<file path="config.mk">
export PLATFORM = sky130hd
export DESIGN_NAME = psp_div
export DESIGN_NICKNAME = d
export VERILOG_FILES = /design/src/hw/rtl/psp_pkg.sv /design/src/hw/rtl/psp_div.sv
export SDC_FILE = /design/constraint.sdc
export NUM_CORES = 1
export LEC_CHECK = 0
export ABC_AREA = 1
export BUFFER_PORTS_ARGS = -buffer_cell sky130_fd_sc_hd__buf_4
export CELL_PAD_IN_SITES_DETAIL_PLACEMENT = 0
export CELL_PAD_IN_SITES_GLOBAL_PLACEMENT = 1
export CORE_ASPECT_RATIO = 1.5
export CORE_MARGIN = 5
export CORE_UTILIZATION = 47
export DETAILED_ROUTE_END_ITERATION = 12
export GPL_TIMING_DRIVEN = 0
export PLACE_DENSITY = 0.86
export SLEW_MARGIN = 15
export SYNTH_ARGS = -nofsm -noshare
export SYNTH_HDL_FRONTEND = slang
export SYNTH_SLANG_ARGS = --single-unit
</file>
<file path="constraint.sdc">
create_clock -name clk -period 4 [get_ports clk]
set_input_delay 0.6 -clock clk [delete_from_list [all_inputs] [get_ports clk]]
set_output_delay 0.6 -clock clk [all_outputs]
set_load 0.005 [all_outputs]
</file>
<file path="src/hw/rtl/psp_pkg.sv">
`default_nettype none
// ----------------------------------------------------------------------------
// psp_pkg: shared types and constants of the point screen projector
// Widths of the Q16.16 datapath, register indexes, item kinds, saturation.
// ----------------------------------------------------------------------------
package psp_pkg;

    localparam int DATA_W    = 32;  // Q16.16 word
    localparam int FRAC_W    = 16;  // fraction bits
    localparam int WIDE_W    = 50;  // clip sums and scaled products
    localparam int MAT_DEPTH = 16;
    localparam int MAT_AW    = 4;
    localparam int CFG_AW    = 4;   // byte address of four 32-bit registers
    localparam int QUO_BITS  = 31;  // quotient bits below the saturation point

    localparam logic signed [DATA_W:0]   HALF_Q16        = 33'sd32768;
    localparam logic [15:0]              THRESHOLD_RESET = 16'd655;
    localparam logic signed [DATA_W-1:0] Q16_MAX         = 32'sh7FFF_FFFF;
    localparam logic signed [DATA_W-1:0] Q16_MIN         = 32'sh8000_0000;

    typedef enum logic {
        KIND_LOAD  = 1'b0,
        KIND_FRAME = 1'b1
    } kind_t;

    typedef enum logic [1:0] {
        REG_WIDTH     = 2'd0,
        REG_HEIGHT    = 2'd1,
        REG_ORTHO     = 2'd2,
        REG_THRESHOLD = 2'd3
    } cfg_reg_t;

    typedef logic signed [DATA_W-1:0] q16_t;
    typedef logic signed [WIDE_W-1:0] wide_t;

    // matrix write port
    typedef struct packed {
        logic              we;
        logic [MAT_AW-1:0] addr;
        q16_t              data;
    } mat_wr_t;

    // clip coordinates of one point
    typedef struct packed {
        wide_t cx;
        wide_t cy;
        wide_t cz;
        wide_t w;
    } clip_t;

    function automatic q16_t sat32(input wide_t v);
        q16_t r;
        if (!v[WIDE_W-1] && (v[WIDE_W-2:DATA_W-1] != '0))
            r = Q16_MAX;
        else if (v[WIDE_W-1] && (v[WIDE_W-2:DATA_W-1] != '1))
            r = Q16_MIN;
        else
            r = v[DATA_W-1:0];
        return r;
    endfunction

endpackage
`default_nettype wire

</file>
<file path="src/hw/rtl/psp_div.sv">
`default_nettype none
// ----------------------------------------------------------------------------
// psp_div: saturating ratio divider
// Computes c / (2w) in Q16.16 as |c| * 2^15 / w, truncated, signed and
// saturated, one quotient bit per cycle.
// ----------------------------------------------------------------------------
module psp_div (
    input  wire logic          clk,
    input  wire logic          rst_n,
    input  wire logic          start,
    input  wire psp_pkg::wide_t num,
    input  wire psp_pkg::wide_t den,
    output logic               done,
    output psp_pkg::q16_t      quo
);
    import psp_pkg::*;

    localparam int MAG_W = WIDE_W - 1;
    localparam int HI_W  = MAG_W - FRAC_W;
    localparam int CNT_W = $clog2(QUO_BITS + 1);
    localparam logic [CNT_W-1:0] LAST_STEP = CNT_W'(QUO_BITS - 1);

    logic [WIDE_W-1:0]   rem_reg;
    logic [QUO_BITS-1:0] low_reg;
    logic [QUO_BITS-1:0] q_reg;
    logic [WIDE_W-1:0]   den_reg;
    logic                neg_reg;
    logic                ovf_reg;
    logic                busy_reg;
    logic [CNT_W-1:0]    cnt_reg;
    logic                done_reg;

    wide_t             mag_full;
    logic [MAG_W-1:0]  mag;
    logic [HI_W-1:0]   hi;
    logic [WIDE_W-1:0] shifted;
    logic [WIDE_W:0]   diff;
    logic              ge;
    logic [DATA_W-1:0] q_ext;

    always_comb
    begin
        mag_full = num[WIDE_W-1] ? -num : num;
        mag      = mag_full[MAG_W-1:0];
        hi       = mag[MAG_W-1:FRAC_W];
        shifted  = {rem_reg[WIDE_W-2:0], low_reg[QUO_BITS-1]};
        diff     = {1'b0, shifted} - {1'b0, den_reg};
        ge       = !diff[WIDE_W];
        q_ext    = {1'b0, q_reg};
    end

    always_ff @(posedge clk or negedge rst_n)
    begin
        if (!rst_n)
        begin
            busy_reg <= 1'b0;
            cnt_reg  <= '0;
            done_reg <= 1'b0;
        end
        else
        begin
            done_reg <= 1'b0;
            if (start)
            begin
                busy_reg <= 1'b1;
                cnt_reg  <= '0;
            end
            else if (busy_reg)
            begin
                cnt_reg <= cnt_reg + 1'b1;
                if (cnt_reg == LAST_STEP)
                begin
                    busy_reg <= 1'b0;
                    done_reg <= 1'b1;
                end
            end
        end
    end

    always_ff @(posedge clk)
    begin
        if (start)
        begin
            // |c|*2^15 split: upper part seeds the remainder, the rest shifts in
            rem_reg <= WIDE_W'(hi);
            low_reg <= {mag[FRAC_W-1:0], (QUO_BITS - FRAC_W)'(0)};
            den_reg <= $unsigned(den);
            neg_reg <= num[WIDE_W-1];
            // quotient reaches 2^31 exactly when the upper part is >= w
            ovf_reg <= (WIDE_W'(hi) >= $unsigned(den));
            q_reg   <= '0;
        end
        else if (busy_reg)
        begin
            rem_reg <= ge ? diff[WIDE_W-1:0] : shifted;
            low_reg <= {low_reg[QUO_BITS-2:0], 1'b0};
            q_reg   <= {q_reg[QUO_BITS-2:0], ge};
        end
    end

    always_comb
    begin
        if (ovf_reg)
            quo = neg_reg ? Q16_MIN : Q16_MAX;
        else if (neg_reg)
            quo = -$signed(q_ext);
        else
            quo = $signed(q_ext);
    end

    assign done = done_reg;

endmodule
`default_nettype wire

</file>
Word level (Yosys, flattened, before mapping):

Cells that the tools add are included.

* register bits after elaboration: 155
* input bits: 103
* output and inout bits: 33

* add/subtract/negate cells: 4
* magnitude comparators: 1
* eq/ne operators: 1
* mux-type cells: 17
* reductions and logical operators: 2

Operators with widths (count)
* $mux 49: 2
* $mux 32: 3
* $mux 33: 2
* $mux 31: 2
* $sub 50x50->51: 1
* $ge 33x50->1: 1
* $neg 49->49: 1
* $neg 31->32: 1
* $mux 5: 2
* $mux 1: 6
* $add 5x1->5 const B: 1
* $eq 5x5->1 const B: 1
* $reduce_bool 2->1: 1
* $logic_not 1->1: 1

Longest topological paths before layout:

* depth in word-level cells: 4
* mapped depth: 21

Least setup slack after synthesis:

No wires, ideal clock.

* kind: input-to-reg
* start point: in num[1]
* end point: reg ovf_reg, data pin
* library setup time: 0.254 ns
* data arrival time: 2.696 ns
* data required time: 3.746 ns
* setup slack: 1.050 ns
* stages: 18
* path buffers: 0
* cell sequence: nor3_1 -> nand2_1 -> nor2_1 -> nand2_1 -> o21ai_1 -> nand2_1 -> xor2_1 -> ha_1 -> a21oi_1 -> nor2_1 -> nor2_1 -> nor2_1 -> o21ai_0 -> nand3_1 -> nand2_1 -> nand2_1 -> a21oi_1 -> nor2_1

* longest elaborated chain between the ends: 3

RTL lines
* from (decl): RTL line psp_div.sv:11 `input wire psp_pkg::wide_t num,`
* $neg 49->49: RTL line psp_div.sv:43 `mag_full = num[WIDE_W-1] ? -num : num;`
* $mux 49: RTL line psp_div.sv:43
* $ge 33x50->1: RTL line psp_div.sv:90 `ovf_reg <= (WIDE_W'(hi) >= $unsigned(den));`
* to (signal assigned): RTL line psp_div.sv:90
* to (decl): RTL line psp_div.sv:28 `logic ovf_reg;`

Every way passes these cells.
A chain may end at the register's enable or synchronous reset.

Final worst setup path:

* start point: in num[0]
* end point: reg ovf_reg, data pin

The elaborated chain is that of the path after synthesis.

==> summary.txt <==
Worst hold path
  • WHS Path Cells: 1
  • Type of the most critical hold path: in2reg

Final layout
  • Layout Utilization: a little under three fifths
  • Area of the multi-input gates: 0.007851 sq mm
  • Area Growth Syn to Fin: 15.84%
  • Commonest non-fill, non-tap cell in the layout: nand2_1
  • Antenna cells: 0
  • Register area: a little over 0.004 sq mm
  • Share of layout cells above drive strength 1: 9.902%
  • Final Cell Area: 0.01584 sq mm
  • NumNets Final: 2,420
  • Most frequent cells in the layout: 627 x nand2_1, 385 x inv_1, 201 x nor2_1, 137 x nand3_1, 136 x buf_4
  • Filler instances: 3,053
  • Flip-flop count of the largest register after layout: 50

Floorplanning
  • Initial Util: 47.63%
  • # rows: 76
  • Top Ports: around 140
  • Die Wd: 149.3 um
  • Die height: 218.9 um
  • Die area: 0.03268 sq mm
  • Core area: 0.02872 sq mm

Place
  • Area after DPL: 0.01520 sq mm
  • Placer congestion estimate: 0.9707
  • Pre-CTS setup slack: 7.121 ps
  • # port buffers: 135
  • DP HPWL: about 38,000 um

Yosys
  • FF+latch count, synth: about 160
  • Mean post-synth cell area: 6.598 sq um
  • Post-Synthesis Net Count: 2,264
  • Top FF cell, synth: edfxtp_1
  • Fraction of registers with async set/reset: 4.516%
  • Mapped Area: 0.01368 sq mm
  • Post-synth EDFFs: 101
  • Yosys cell types: 51
  • Mapped Cells: 2,073
  • Sequential-to-total area share from yosys stat: 30.34%
  • Warnings from Yosys: 0

Power
  • Overall Power: 5178 uW
  • Worst vdd rail ir drop: between 0.0002 and 0.0003 V
  • Leakage: between 0.008 and 0.009 uW
  • PwrDens: 326.8 mW/mm^2

GRT
  • Total congestion overflow: 0
  • Vias in the first global route: between 10,000 and 15,000
  • Largest net degree at the start of global routing: 57
  • Gr usage total: 28.04%
  • Antenna violations before repair: 0
  • First-pass GRT wire length: roughly 70,000 um

STA
  • Final TNS setup: 0 ps
  • Relative slew margins: 30.97%
  • Least-Margin Pin Slew: 1035 ps
  • Hold Vio Cnt, Final: 0
  • Post-route minimum period: approximately 3600 ps
  • Final Skew: 14.31 ps
  • Fmax: ~0.28 GHz
  • Final worst slack: about 420 ps
  • Fin crit share: 89.45%
  • Fin. max-slew vios: 0
  • RSZ-0062 raised after global routing: false
  • Final setup vio count: 0

Setup path
  • Cell mode on critical path: nor2_1
  • Crit-path cells: buf_4 > inv_1 > ha_1 > nand3_1 > nor2_1 > nand4_1 > o31ai_1 > xor2_1 > ha_1 > nand2_1 > nor2_1 > inv_1 > nor2_1 > o21ai_0 > nand3_1 > nand2_1 > nand2_1 > a21oi_1 > nor2_1
  • R2r worst-path depth: 14
  • WP data arrival: 3770 ps
  • CP endpoint kind: flop
  • Critical path class: in2reg
  • Crit-path slowest cell: nor2_1
  • CP max FO: 6
  • Max incr delay on CP: 410 ps
  • CP required: 4190 ps
  • Startpoint Class: input port

Drt
  • Drc violations: 0
  • Per-cell routed wire length: approximately 17 um
  • Final wirelength: 45,010 um
  • Via count: 13,470
  • Drt via density: 5.116
  • 1st-pass router iterations: 7
  • Initial DRC Count: 795
  • Final ANT Viol Nets: 0

Run status
  • Status: completed

Clocking
  • CTS Buf Count: 17
  • Post-CTS setup buffers: 0
  • H-tree depth: 4
  • Clock Tree Buf Depth: 2
  • TritonCTS clock tree: yes
  • CTS sink cnt: 155
  • Clk slew on worst S/H paths: 70 ps
  • CTS Root Cell: clkbuf_16
  • Clock latency on the worst-skew pair: about 440 ps

Run
  • Max_cap viols: 0
timing repair:
| item | 4_1_cts | 5_1_grt |
|---|---|---|
| resized for setup | 0 | 0 |
| hold endpoints to repair | 7 | 0 |
| hold buffers | 1 | 0 |
cell type report:
class | instances | area share [%]
plain buffers | 41 | 1.327
well taps | 390 | 3.080
flip-flops and latches | 155 | 26.19
multi-input cells | 1486 | 49.56
repair buffers | 137 | 6.587
clock buffers | 26 | 3.562
inverters | 391 | 9.264
clock inverters | 6 | 0.4344
routing by layer:
metal,wire length [um],vias up,global-route usage (%)
met1,18360,6126,33.41
met5,0,-,0
met3,1858,92,3.801
met4,2017,0,12.46
met2,22770,338,49.96
li1,-,6909,-
logic make-up (layout without fill, tap and decap cells):
| kind of cell | Yosys count | in the layout | share of synthesized area, % |
|---|---|---|---|
| adder cells (fa/ha/maj) | 88 | 88 | 8.105 |
| AO/OA/AOI/OAI | 240 | 240 | 10.88 |
| flip-flops | 155 | 155 | 30.34 |
| AND/OR/NAND/NOR | 1067 | 1067 | 32.54 |
| buffers and inverters | 432 | 601 | 12.26 |
| XOR/XNOR | 91 | 91 | 5.882 |
worst max-delay path: cells and delay by family:
kind / cells / cell delay [ps]
buffers and inverters: 3 / 260
adders and majority gates: 2 / 490
xor gates and xnor gates: 1 / 290
and+or+nand+nor: 10 / 1380
AOI/OAI and AO/OA: 3 / 750
synth_stat cells, types with 3 or more instances:
library cell / n / share of area [%]
a21boi_0: 3 / 0.16
a21oi_1: 80 / 2.9
a31oi_1: 4 / 0.18
buf_1: 5 / 0.14
buf_2: 7 / 0.26
clkbuf_1: 24 / 0.66
clkinv_1: 3 / 0.082
dfrtp_1: 7 / 1.3
dfxtp_1: 47 / 6.9
edfxtp_1: 101 / 22
ha_1: 87 / 8.0
inv_1: 385 / 11
inv_2: 3 / 0.082
nand2_1: 627 / 17
nand2_2: 6 / 0.27
nand3_1: 137 / 5.0
nand3b_1: 7 / 0.38
nand4_1: 30 / 1.4
nor2_1: 201 / 5.5
nor2_2: 5 / 0.23
nor2_4: 3 / 0.25
nor3_1: 23 / 0.84
nor4_1: 9 / 0.41
o211ai_2: 19 / 1.7
o21ai_0: 61 / 2.2
o21ai_1: 6 / 0.22
o21bai_1: 19 / 1.0
o22ai_1: 31 / 1.4
o31ai_1: 8 / 0.44
or2_1: 10 / 0.46
xnor2_1: 28 / 1.8
xor2_1: 62 / 4.0
final timing paths:
kind,from,end,slack [ps]
max,num[0],ovf_reg,420
min,den[40],den_reg[40],340
max reg2reg,low_reg[30],rem_reg[3],1180
min reg2reg,rem_reg[48],rem_reg[48],470
max in group asynchronous,rst_n,busy_reg,3370
min in group asynchronous,rst_n,cnt_reg[2],510
metrics by stage:
stage                     std cells  hold slack, ps
final                          2632           338.2
after global routing           2632           324.0
after CTS                      2632           317.4
after detailed placement       2599           416.3
after global placement         2598           415.9
after floorplan                2073           304.4
report_power, final:
| group | total, uW | internal (uW) | leakage [uW] | switching, uW |
|---|---|---|---|---|
| combinational | 1590 | 575 | 0.00646 | 1010 |
| sequential | 1880 | 1830 | 0.00152 | 48.6 |
| clock | 1710 | 1040 | 0.000309 | 669 |
No activity file was read; power rests on OpenSTA's default activity.
