[src/hw/rtl/psp_pkg.sv]
`default_nettype none
// ----------------------------------------------------------------------------
// psp_pkg: shared types and constants of the point screen projector
// Widths of the Q16.16 datapath, register indexes, item kinds, saturation.
// ----------------------------------------------------------------------------
package psp_pkg;

    localparam int DATA_W    = 32;  // Q16.16 word
    localparam int FRAC_W    = 16;  // fraction bits
    localparam int WIDE_W    = 50;  // clip sums and scaled products
    localparam int MAT_DEPTH = 16;
    localparam int MAT_AW    = 4;
    localparam int CFG_AW    = 4;   // byte address of four 32-bit registers
    localparam int QUO_BITS  = 31;  // quotient bits below the saturation point

    localparam logic signed [DATA_W:0]   HALF_Q16        = 33'sd32768;
    localparam logic [15:0]              THRESHOLD_RESET = 16'd655;
    localparam logic signed [DATA_W-1:0] Q16_MAX         = 32'sh7FFF_FFFF;
    localparam logic signed [DATA_W-1:0] Q16_MIN         = 32'sh8000_0000;

    typedef enum logic {
        KIND_LOAD  = 1'b0,
        KIND_FRAME = 1'b1
    } kind_t;

    typedef enum logic [1:0] {
        REG_WIDTH     = 2'd0,
        REG_HEIGHT    = 2'd1,
        REG_ORTHO     = 2'd2,
        REG_THRESHOLD = 2'd3
    } cfg_reg_t;

    typedef logic signed [DATA_W-1:0] q16_t;
    typedef logic signed [WIDE_W-1:0] wide_t;

    // matrix write port
    typedef struct packed {
        logic              we;
        logic [MAT_AW-1:0] addr;
        q16_t              data;
    } mat_wr_t;

    // clip coordinates of one point
    typedef struct packed {
        wide_t cx;
        wide_t cy;
        wide_t cz;
        wide_t w;
    } clip_t;

    function automatic q16_t sat32(input wide_t v);
        q16_t r;
        if (!v[WIDE_W-1] && (v[WIDE_W-2:DATA_W-1] != '0))
            r = Q16_MAX;
        else if (v[WIDE_W-1] && (v[WIDE_W-2:DATA_W-1] != '1))
            r = Q16_MIN;
        else
            r = v[DATA_W-1:0];
        return r;
    endfunction

endpackage
`default_nettype wire

[src/hw/rtl/psp_mac.sv]
`default_nettype none
// ----------------------------------------------------------------------------
// psp_mac: matrix store and multiply-accumulate
// Holds the 4x4 matrix in a synchronous RAM and streams its 16 entries
// through one multiplier to form the four clip coordinates.
// ----------------------------------------------------------------------------
module psp_mac (
    input  wire logic            clk,
    input  wire logic            rst_n,
    input  wire psp_pkg::mat_wr_t wr,
    input  wire logic            start,
    input  wire psp_pkg::q16_t   px,
    input  wire psp_pkg::q16_t   py,
    input  wire psp_pkg::q16_t   pz,
    output logic                 done,
    output psp_pkg::clip_t       clip
);
    import psp_pkg::*;

    localparam logic [1:0] COL_X = 2'd0;
    localparam logic [1:0] COL_Y = 2'd1;
    localparam logic [1:0] COL_Z = 2'd2;
    localparam logic [1:0] COL_W = 2'd3;
    localparam logic [MAT_AW-1:0] LAST_ENTRY = MAT_AW'(MAT_DEPTH - 1);

    q16_t mem [MAT_DEPTH];
    q16_t rd_data_reg;

    logic              issue_reg, issue_next;
    logic [MAT_AW-1:0] raddr_reg, raddr_next;
    logic              s1_valid_reg;
    logic [MAT_AW-1:0] s1_idx_reg;
    logic              s2_valid_reg;
    logic [MAT_AW-1:0] s2_idx_reg;
    wide_t             term_reg;
    wide_t             acc_reg;
    wide_t             clip_reg [4];
    logic              done_reg;

    q16_t                        coord;
    logic signed [2*DATA_W-1:0]  prod;
    wide_t                       term;
    wide_t                       sum;

    // RAM: one write port, one registered read port
    always_ff @(posedge clk)
    begin
        if (wr.we)
            mem[wr.addr] <= wr.data;
        rd_data_reg <= mem[raddr_reg];
    end

    always_comb
    begin
        issue_next = issue_reg;
        raddr_next = raddr_reg;
        if (start)
        begin
            issue_next = 1'b1;
            raddr_next = '0;
        end
        else if (issue_reg)
        begin
            raddr_next = raddr_reg + 1'b1;
            if (raddr_reg == LAST_ENTRY)
                issue_next = 1'b0;
        end
    end

    always_comb
    begin
        case (s1_idx_reg[1:0])
            COL_X:   coord = px;
            COL_Y:   coord = py;
            COL_Z:   coord = pz;
            default: coord = '0;
        endcase
        prod = rd_data_reg * coord;
        // w = 1: last column enters unscaled; others are floored to Q16.16
        if (s1_idx_reg[1:0] == COL_W)
            term = WIDE_W'(rd_data_reg);
        else
            term = WIDE_W'(prod >>> FRAC_W);
        sum = ((s2_idx_reg[1:0] == COL_X) ? '0 : acc_reg) + term_reg;
    end

    always_ff @(posedge clk or negedge rst_n)
    begin
        if (!rst_n)
        begin
            issue_reg    <= 1'b0;
            raddr_reg    <= '0;
            s1_valid_reg <= 1'b0;
            s2_valid_reg <= 1'b0;
            done_reg     <= 1'b0;
        end
        else
        begin
            issue_reg    <= issue_next;
            raddr_reg    <= raddr_next;
            s1_valid_reg <= issue_reg;
            s2_valid_reg <= s1_valid_reg;
            done_reg     <= s2_valid_reg && (s2_idx_reg == LAST_ENTRY);
        end
    end

    always_ff @(posedge clk)
    begin
        s1_idx_reg <= raddr_reg;
        s2_idx_reg <= s1_idx_reg;
        term_reg   <= term;
        if (s2_valid_reg)
        begin
            acc_reg <= sum;
            if (s2_idx_reg[1:0] == COL_W)
                clip_reg[s2_idx_reg[MAT_AW-1:2]] <= sum;
        end
    end

    assign done    = done_reg;
    assign clip.cx = clip_reg[0];
    assign clip.cy = clip_reg[1];
    assign clip.cz = clip_reg[2];
    assign clip.w  = clip_reg[3];

endmodule
`default_nettype wire

[config.mk]
export PLATFORM = sky130hd
export DESIGN_NAME = psp_mac
export DESIGN_NICKNAME = d
export VERILOG_FILES = /design/src/hw/rtl/psp_pkg.sv /design/src/hw/rtl/psp_mac.sv
export SDC_FILE = /design/constraint.sdc
export NUM_CORES = 2
export LEC_CHECK = 0
export BUFFER_PORTS_ARGS = -buffer_cell sky130_fd_sc_hd__buf_4
export CAP_MARGIN = 20
export CORE_MARGIN = 1.5
export CORE_UTILIZATION = 25
export CTS_CLUSTER_DIAMETER = 60
export DETAILED_ROUTE_END_ITERATION = 10
export HOLD_SLACK_MARGIN = 0.1
export PLACE_DENSITY = 0.49
export REMOVE_ABC_BUFFERS = 1
export SLEW_MARGIN = 0
export SYNTH_ARGS = -nofsm -noshare
export SYNTH_HDL_FRONTEND = slang
export SYNTH_SLANG_ARGS = --single-unit
export TNS_END_PERCENT = 10
[constraint.sdc]
create_clock -name clk -period 15.6 [get_ports clk]
set_input_delay 1.56 -clock clk [delete_from_list [all_inputs] [get_ports clk]]
set_output_delay 1.56 -clock clk [all_outputs]
set_load 0.005 [all_outputs]
After elaboration in Yosys (flattened, before gate mapping)
Memories as Yosys holds them, arrays and structs flattened. A register that Yosys moved wholly into a read port is not among the register bits.
Cells that the tools add are included.
- add/subtract/negate cells: 2
- multiply operators: 1
- equal/unequal tests: 6
- multiplexer cells: 13
- reduce and logical (&&, ||, !) cells: 4
- operator list (cell ; number):
    50-bit two-way mux ; 2
    32-bit case mux with 3 select lines ; 1
    32-bit by 32-bit multiplier with 64-bit output ; 1
    50-bit adder ; 1
    4-bit equality test, second input constant ; 2
    1-bit two-way mux ; 8
    4-bit two-way mux ; 2
    2-bit equality test, second input constant ; 3
    4-bit by 1-bit adder with 4-bit output, second input constant ; 1
    2-bit zero test ; 2
    2-bit by 1-bit equality test with 1-bit output, second input constant ; 1
    2-bit nonzero test ; 1
    1-bit logical AND ; 1
- register bits: 116
- bits in writable memories: 712
- bits of input ports: 136
- output and inout bits: 201
- memories kept: 2
- memories (memory ; words ; width ; read ports ; clocked after Yosys merged registers in ; wr ports ; line ; RTL):
    mem ; 16 ; 32 ; 1 ; 1 ; 1 ; psp_mac.sv:26 ; q16_t mem [MAT_DEPTH];
    clip_reg ; 4 ; 50 ; 4 ; 0 ; 1 ; psp_mac.sv:37 ; wide_t clip_reg [4];

Depth between registers and ports, before layout
- depth in word-level cells: 4
- gate-level depth with buffers: 35
- gate-level depth less buffers: 30

Least setup slack after synthesis
OpenSTA, ideal clock, no wires.
- path type: input to register
- start: in py[5]
- end: reg term_reg[48]
- arrival time: 9120 ps
- required time: 15478 ps
- path slack: 6358 ps
- cell stages on the path: 31
- path buffers: 2
- cells stage by stage: mux2i_1 > o21ai_0 > clkbuf_1 > nand2_1 > inv_1 > fa_1 > inv_1 > fa_1 > inv_1 > fa_1 > fa_1 > inv_1 > fa_1 > inv_1 > fa_1 > inv_1 > fa_1 > inv_1 > fa_1 > ha_1 > clkbuf_8 > a21o_1 > a21o_1 > a21o_1 > a21o_1 > a21o_1 > a21o_2 > a21oi_1 > o41ai_2 > xnor2_1 > a21oi_1
- word-level cells in the longest chain between the ends: 3
- RTL lines (what ; line ; RTL):
    start: declaration ; psp_mac.sv:13 ; input wire psp_pkg::q16_t py,
    32-bit case mux with 3 select lines ; psp_mac.sv:72 ; case (s1_idx_reg[1:0])
    32-bit by 32-bit multiplier with 64-bit output ; psp_mac.sv:78 ; prod = rd_data_reg * coord;
    50-bit two-way mux ; psp_mac.sv:80 ; if (s1_idx_reg[1:0] == COL_W)
    end signal: assignment ; psp_mac.sv:111 ; term_reg <= term;
    end: declaration ; psp_mac.sv:35 ; wide_t term_reg;
Every way passes these cells.
A chain may end at the register's enable or synchronous reset.

Worst setup path in the final report
- start: reg s1_idx_reg[0]
- end: reg term_reg[48]
- word-level cells in the longest chain between the ends: 4
- RTL lines (what ; line ; RTL):
    start: declaration ; psp_mac.sv:32 ; logic [MAT_AW-1:0] s1_idx_reg;
    start signal: assignment ; psp_mac.sv:109 ; s1_idx_reg <= raddr_reg;
    2-bit equality test (tied with other cells) ; psp_mac.sv:72 ;
    32-bit case mux with 3 select lines ; psp_mac.sv:72 ;
    32-bit by 32-bit multiplier with 64-bit output ; psp_mac.sv:78 ;
    50-bit two-way mux (*) ; psp_mac.sv:80 ;
Every way passes the cells marked *; elsewhere a longest branch is shown, timed or not.

==> summary.txt <==
Worst setup path
  – Path type of the worst setup path: register to register
  – Critical Path Source: s1_idx_reg[0]
  – Signal arrival time at the worst endpoint: ~11 ns
  – Setup crit start kind: register
  – Cell seen most often among critical-path stages: sky130_fd_sc_hd__fa_1
  – Capturing element type of the critical path: register
  – Launching point of the worst reg2reg path: s1_idx_reg[0]
  – Worst reg-to-reg setup slack: ~5.7 ns
  – Worst Path Max Fanout: 32
  – Crit Reg-Reg Endpoint: term_reg[48]
  – Number of buffer and inverter stages on the critical path: 8
  – Number of logic stages on the critical path including buffering: 29
  – Largest delay contributor family on the critical path: adder cells
  – Max incr delay on CP: 0.98 ns
  – Cell depth of the worst flop-to-flop path: 29
  – Slowest stage cell, crit path: sky130_fd_sc_hd__fa_1
  – Required arrival time at the worst endpoint: 16.22 ns

Logic synthesis
  – Most frequent cell after synthesis: sky130_fd_sc_hd__fa_1
  – Biggest area consumer among synthesized cells: sky130_fd_sc_hd__edfxtp_1
  – EDFF count, synth: around 760
  – Yosys top cell area share: 0.333
  – Number of distinct library cell variants in the gate-level netlist after synthesis: 96
  – #FFs+latches synth: about 860
  – Synthesized instance count: 5534
  – Top cells by area in the synthesized netlist: sky130_fd_sc_hd__edfxtp_1 (33%), sky130_fd_sc_hd__fa_1 (32%), sky130_fd_sc_hd__inv_1 (5.3%)
  – Warnings from Yosys: 0
  – Primary flip-flop cell chosen by synthesis mapping: sky130_fd_sc_hd__edfxtp_1
  – Post-synth design cell area: between 60000 and 70000 sq um
  – Seq/Total Area, Yosys: 0.362
  – Commonest cells in the netlist: sky130_fd_sc_hd__fa_1 (1082), sky130_fd_sc_hd__inv_1 (969), sky130_fd_sc_hd__edfxtp_1 (762), sky130_fd_sc_hd__nand2_1 (595), sky130_fd_sc_hd__and2_1 (511)
  – Share of synthesized registers carrying an async set or reset: 0.00932
  – Avg Inst Size Synth: 12.4 sq um

Global routing
  – Pin count of the biggest net entering global routing: 95
  – Global Route Usage Sum: 0.138
  – Initial antenna violation count: 16
  – Grt ovf: 0
  – First-pass GRT wire length: approximately 290000 um
  – Vias in the first global route: 45700

Detailed routing
  – DR DRC count: 0
  – Vias after detailed routing: 41200
  – Final routed wire length divided by cell count: 20.0 um
  – Post-detailed-route via-to-cell ratio: between 4 and 5
  – Remaining number of nets flagged by the antenna check after routing: 0
  – First DRT Iteration DRCs: around 2600
  – Router iterations before antenna repair: 5
  – Routed WL: approximately 190000 um

Timing
  – Final hold vios: 0
  – Final Skew: 0.0751 ns
  – Final period utilization: 0.637
  – Final critical delay including setup and external delays: between 9 and 10 ns
  – Setup_tns: 0 ns
  – Timing-limited maximum frequency: slightly above 100 MHz
  – Transition time of the tightest slew-check pin: roughly 1.1 ns
  – Setup repair after global routing missed its margin: false
  – Max-slew violations: 0
  – Remaining max-slew budget at the tightest pin: 0.248
  – Setup violation total in the final timing report: 0

Cells and area
  – Area of the multi-input gates: approximately 40000 sq um
  – Storage cell area: 24900 sq um
  – Non-filler cells, final: about 9500
  – Flip-flop count of the largest register after layout: 512
  – Fillcell total: around 28000
  – Layout overhead on the synthesized area: 15.1%
  – Fraction of final layout cells with drive strength greater than 1: 0.146
  – Post-layout net count: 7253
  – Final non-filler cell area: between 70000 and 80000 sq um

Clocking
  – PostCTS Resize Cnt: 0
  – CTS root buf: sky130_fd_sc_hd__clkbuf_16
  – CTS tree: yes
  – Total number of H-tree levels: 3
  – Count of buffers added by post-CTS timing repair for setup: 0
  – CTS clock-pin slew for the worst setup and hold paths: 0.06 ns
  – CTS Buffer Depth: 4
  – CTS sink cnt: roughly 860
  – Worst-Skew Late Latency: between 0.8 and 0.9 ns
  – Number of CTS-inserted buffers: 105
  – Number of hold buffers added after CTS: 0

Placement
  – Cell count after placement: approximately 9300
  – Half-perimeter wire length of the detailed placement result: 138000 um
  – Port buffer count: around 340
  – RePlAce Congestion: roughly 0.86
  – Dpl cell area: 75700 sq um

Floorplanning
  – Placement Rows: 192
  – Core footprint: roughly 270000 sq um
  – Overall die area: approximately 280000 sq um
  – Starting density of the core: 0.251
  – I/O pins: 337
  – Height of the chip: roughly 530 um
  – Die X-Extent: 527 um

Hold path
  – Number of cells on the worst hold path: 0
  – Worst Hold Path EP: s2_idx_reg[2]
  – Worst hold-check path type: register to register
  – Hold wc startpoint: s1_idx_reg[2]

Outcome
  – Run status: completed

Run
  – Count of max-cap constraint violations: 0
==> how the worst max path moves through the flow <==
| stage | to | slack, ns |
|---|---|---|
| final | term_reg[48] | 5.66 |
| after global routing | term_reg[48] | 5.02 |
| after CTS | term_reg[48] | 5.53 |
| after detailed placement | term_reg[48] | 5.43 |
| after global placement | term_reg[48] | 5.50 |
| after floorplan | term_reg[48] | 5.24 |
==> cells by family (layout without fill, tap and decap cells) <==
logic type | count (synthesis) | count (layout) | share of synthesized area
flip-flops | 858 | 858 | 0.362
other | 0 | 4 | 0
buffers and inverters | 1243 | 1593 | 0.0692
adder cells (fa/ha/maj) | 1312 | 1312 | 0.357
XOR/XNOR | 103 | 103 | 0.0131
multiplexers | 196 | 196 | 0.0577
AND/OR/NAND/NOR | 1408 | 1408 | 0.102
AO/OA/AOI/OAI | 414 | 414 | 0.0391
==> layout make-up <==
cell class / count / share of cell area
diodes: 4 / 0.000127
clock buffers: 133 / 0.0367
clock inverters: 53 / 0.00597
inverters: 969 / 0.0460
multi-input cells: 3433 / 0.498
flip-flops and latches: 858 / 0.314
well taps: 3589 / 0.0568
repair buffers: 438 / 0.0417
==> per-layer routing <==
| metal | vias to the layer above | routed length, um | track usage |
|---|---|---|---|
| met3 | 213 | 11200 | 0.0264 |
| met1 | 21700 | 87000 | 0.190 |
| met2 | 1017 | 87400 | 0.222 |
| met4 | 14 | 3880 | 0.0307 |
| met5 | - | 92 | 0 |
| li1 | 18200 | - | - |
==> metrics by stage <==
| stage | worst slack [ns] | util | hold slack (ns) |
|---|---|---|---|
| final | 5.66 | 0.289 | 0.344 |
| after global routing | 5.02 | 0.289 | 0.350 |
| after CTS | 5.53 | 0.289 | 0.347 |
| after detailed placement | 5.43 | 0.277 | 0.333 |
| after global placement | 5.50 | 0.277 | 0.331 |
| after floorplan | 5.24 | - | 0.310 |
==> cells in the final DEF (no fill, tap or decap), types with 7 or more instances in the layout <==
| cell type | count |
|---|---|
| sky130_fd_sc_hd__a211oi_1 | 8 |
| sky130_fd_sc_hd__a21o_1 | 48 |
| sky130_fd_sc_hd__a21oi_1 | 133 |
| sky130_fd_sc_hd__a31oi_1 | 11 |
| sky130_fd_sc_hd__and2_1 | 511 |
| sky130_fd_sc_hd__and3_1 | 11 |
| sky130_fd_sc_hd__buf_4 | 437 |
| sky130_fd_sc_hd__clkbuf_1 | 17 |
| sky130_fd_sc_hd__clkbuf_16 | 110 |
| sky130_fd_sc_hd__clkinv_1 | 14 |
| sky130_fd_sc_hd__clkinv_2 | 7 |
| sky130_fd_sc_hd__clkinvlp_4 | 11 |
| sky130_fd_sc_hd__dfxtp_1 | 86 |
| sky130_fd_sc_hd__edfxtp_1 | 762 |
| sky130_fd_sc_hd__fa_1 | 1082 |
| sky130_fd_sc_hd__ha_1 | 230 |
| sky130_fd_sc_hd__inv_1 | 969 |
| sky130_fd_sc_hd__mux2i_1 | 35 |
| sky130_fd_sc_hd__mux4_2 | 160 |
| sky130_fd_sc_hd__nand2_1 | 594 |
| sky130_fd_sc_hd__nand2b_1 | 11 |
| sky130_fd_sc_hd__nand3_1 | 23 |
| sky130_fd_sc_hd__nand4_1 | 17 |
| sky130_fd_sc_hd__nor2_1 | 110 |
| sky130_fd_sc_hd__nor2_4 | 13 |
| sky130_fd_sc_hd__nor2b_1 | 57 |
| sky130_fd_sc_hd__nor3_1 | 19 |
| sky130_fd_sc_hd__nor3_2 | 8 |
| sky130_fd_sc_hd__o211ai_1 | 7 |
| sky130_fd_sc_hd__o21a_1 | 11 |
| sky130_fd_sc_hd__o21ai_0 | 42 |
| sky130_fd_sc_hd__o21ai_1 | 35 |
| sky130_fd_sc_hd__o21ai_2 | 29 |
| sky130_fd_sc_hd__o21bai_1 | 23 |
| sky130_fd_sc_hd__or2_2 | 10 |
| sky130_fd_sc_hd__xnor2_1 | 71 |
| sky130_fd_sc_hd__xor2_1 | 31 |
Power is left out: the tool's default activity adds up to more than one toggle a clock period on the data nets, which glitch-free logic cannot reach.
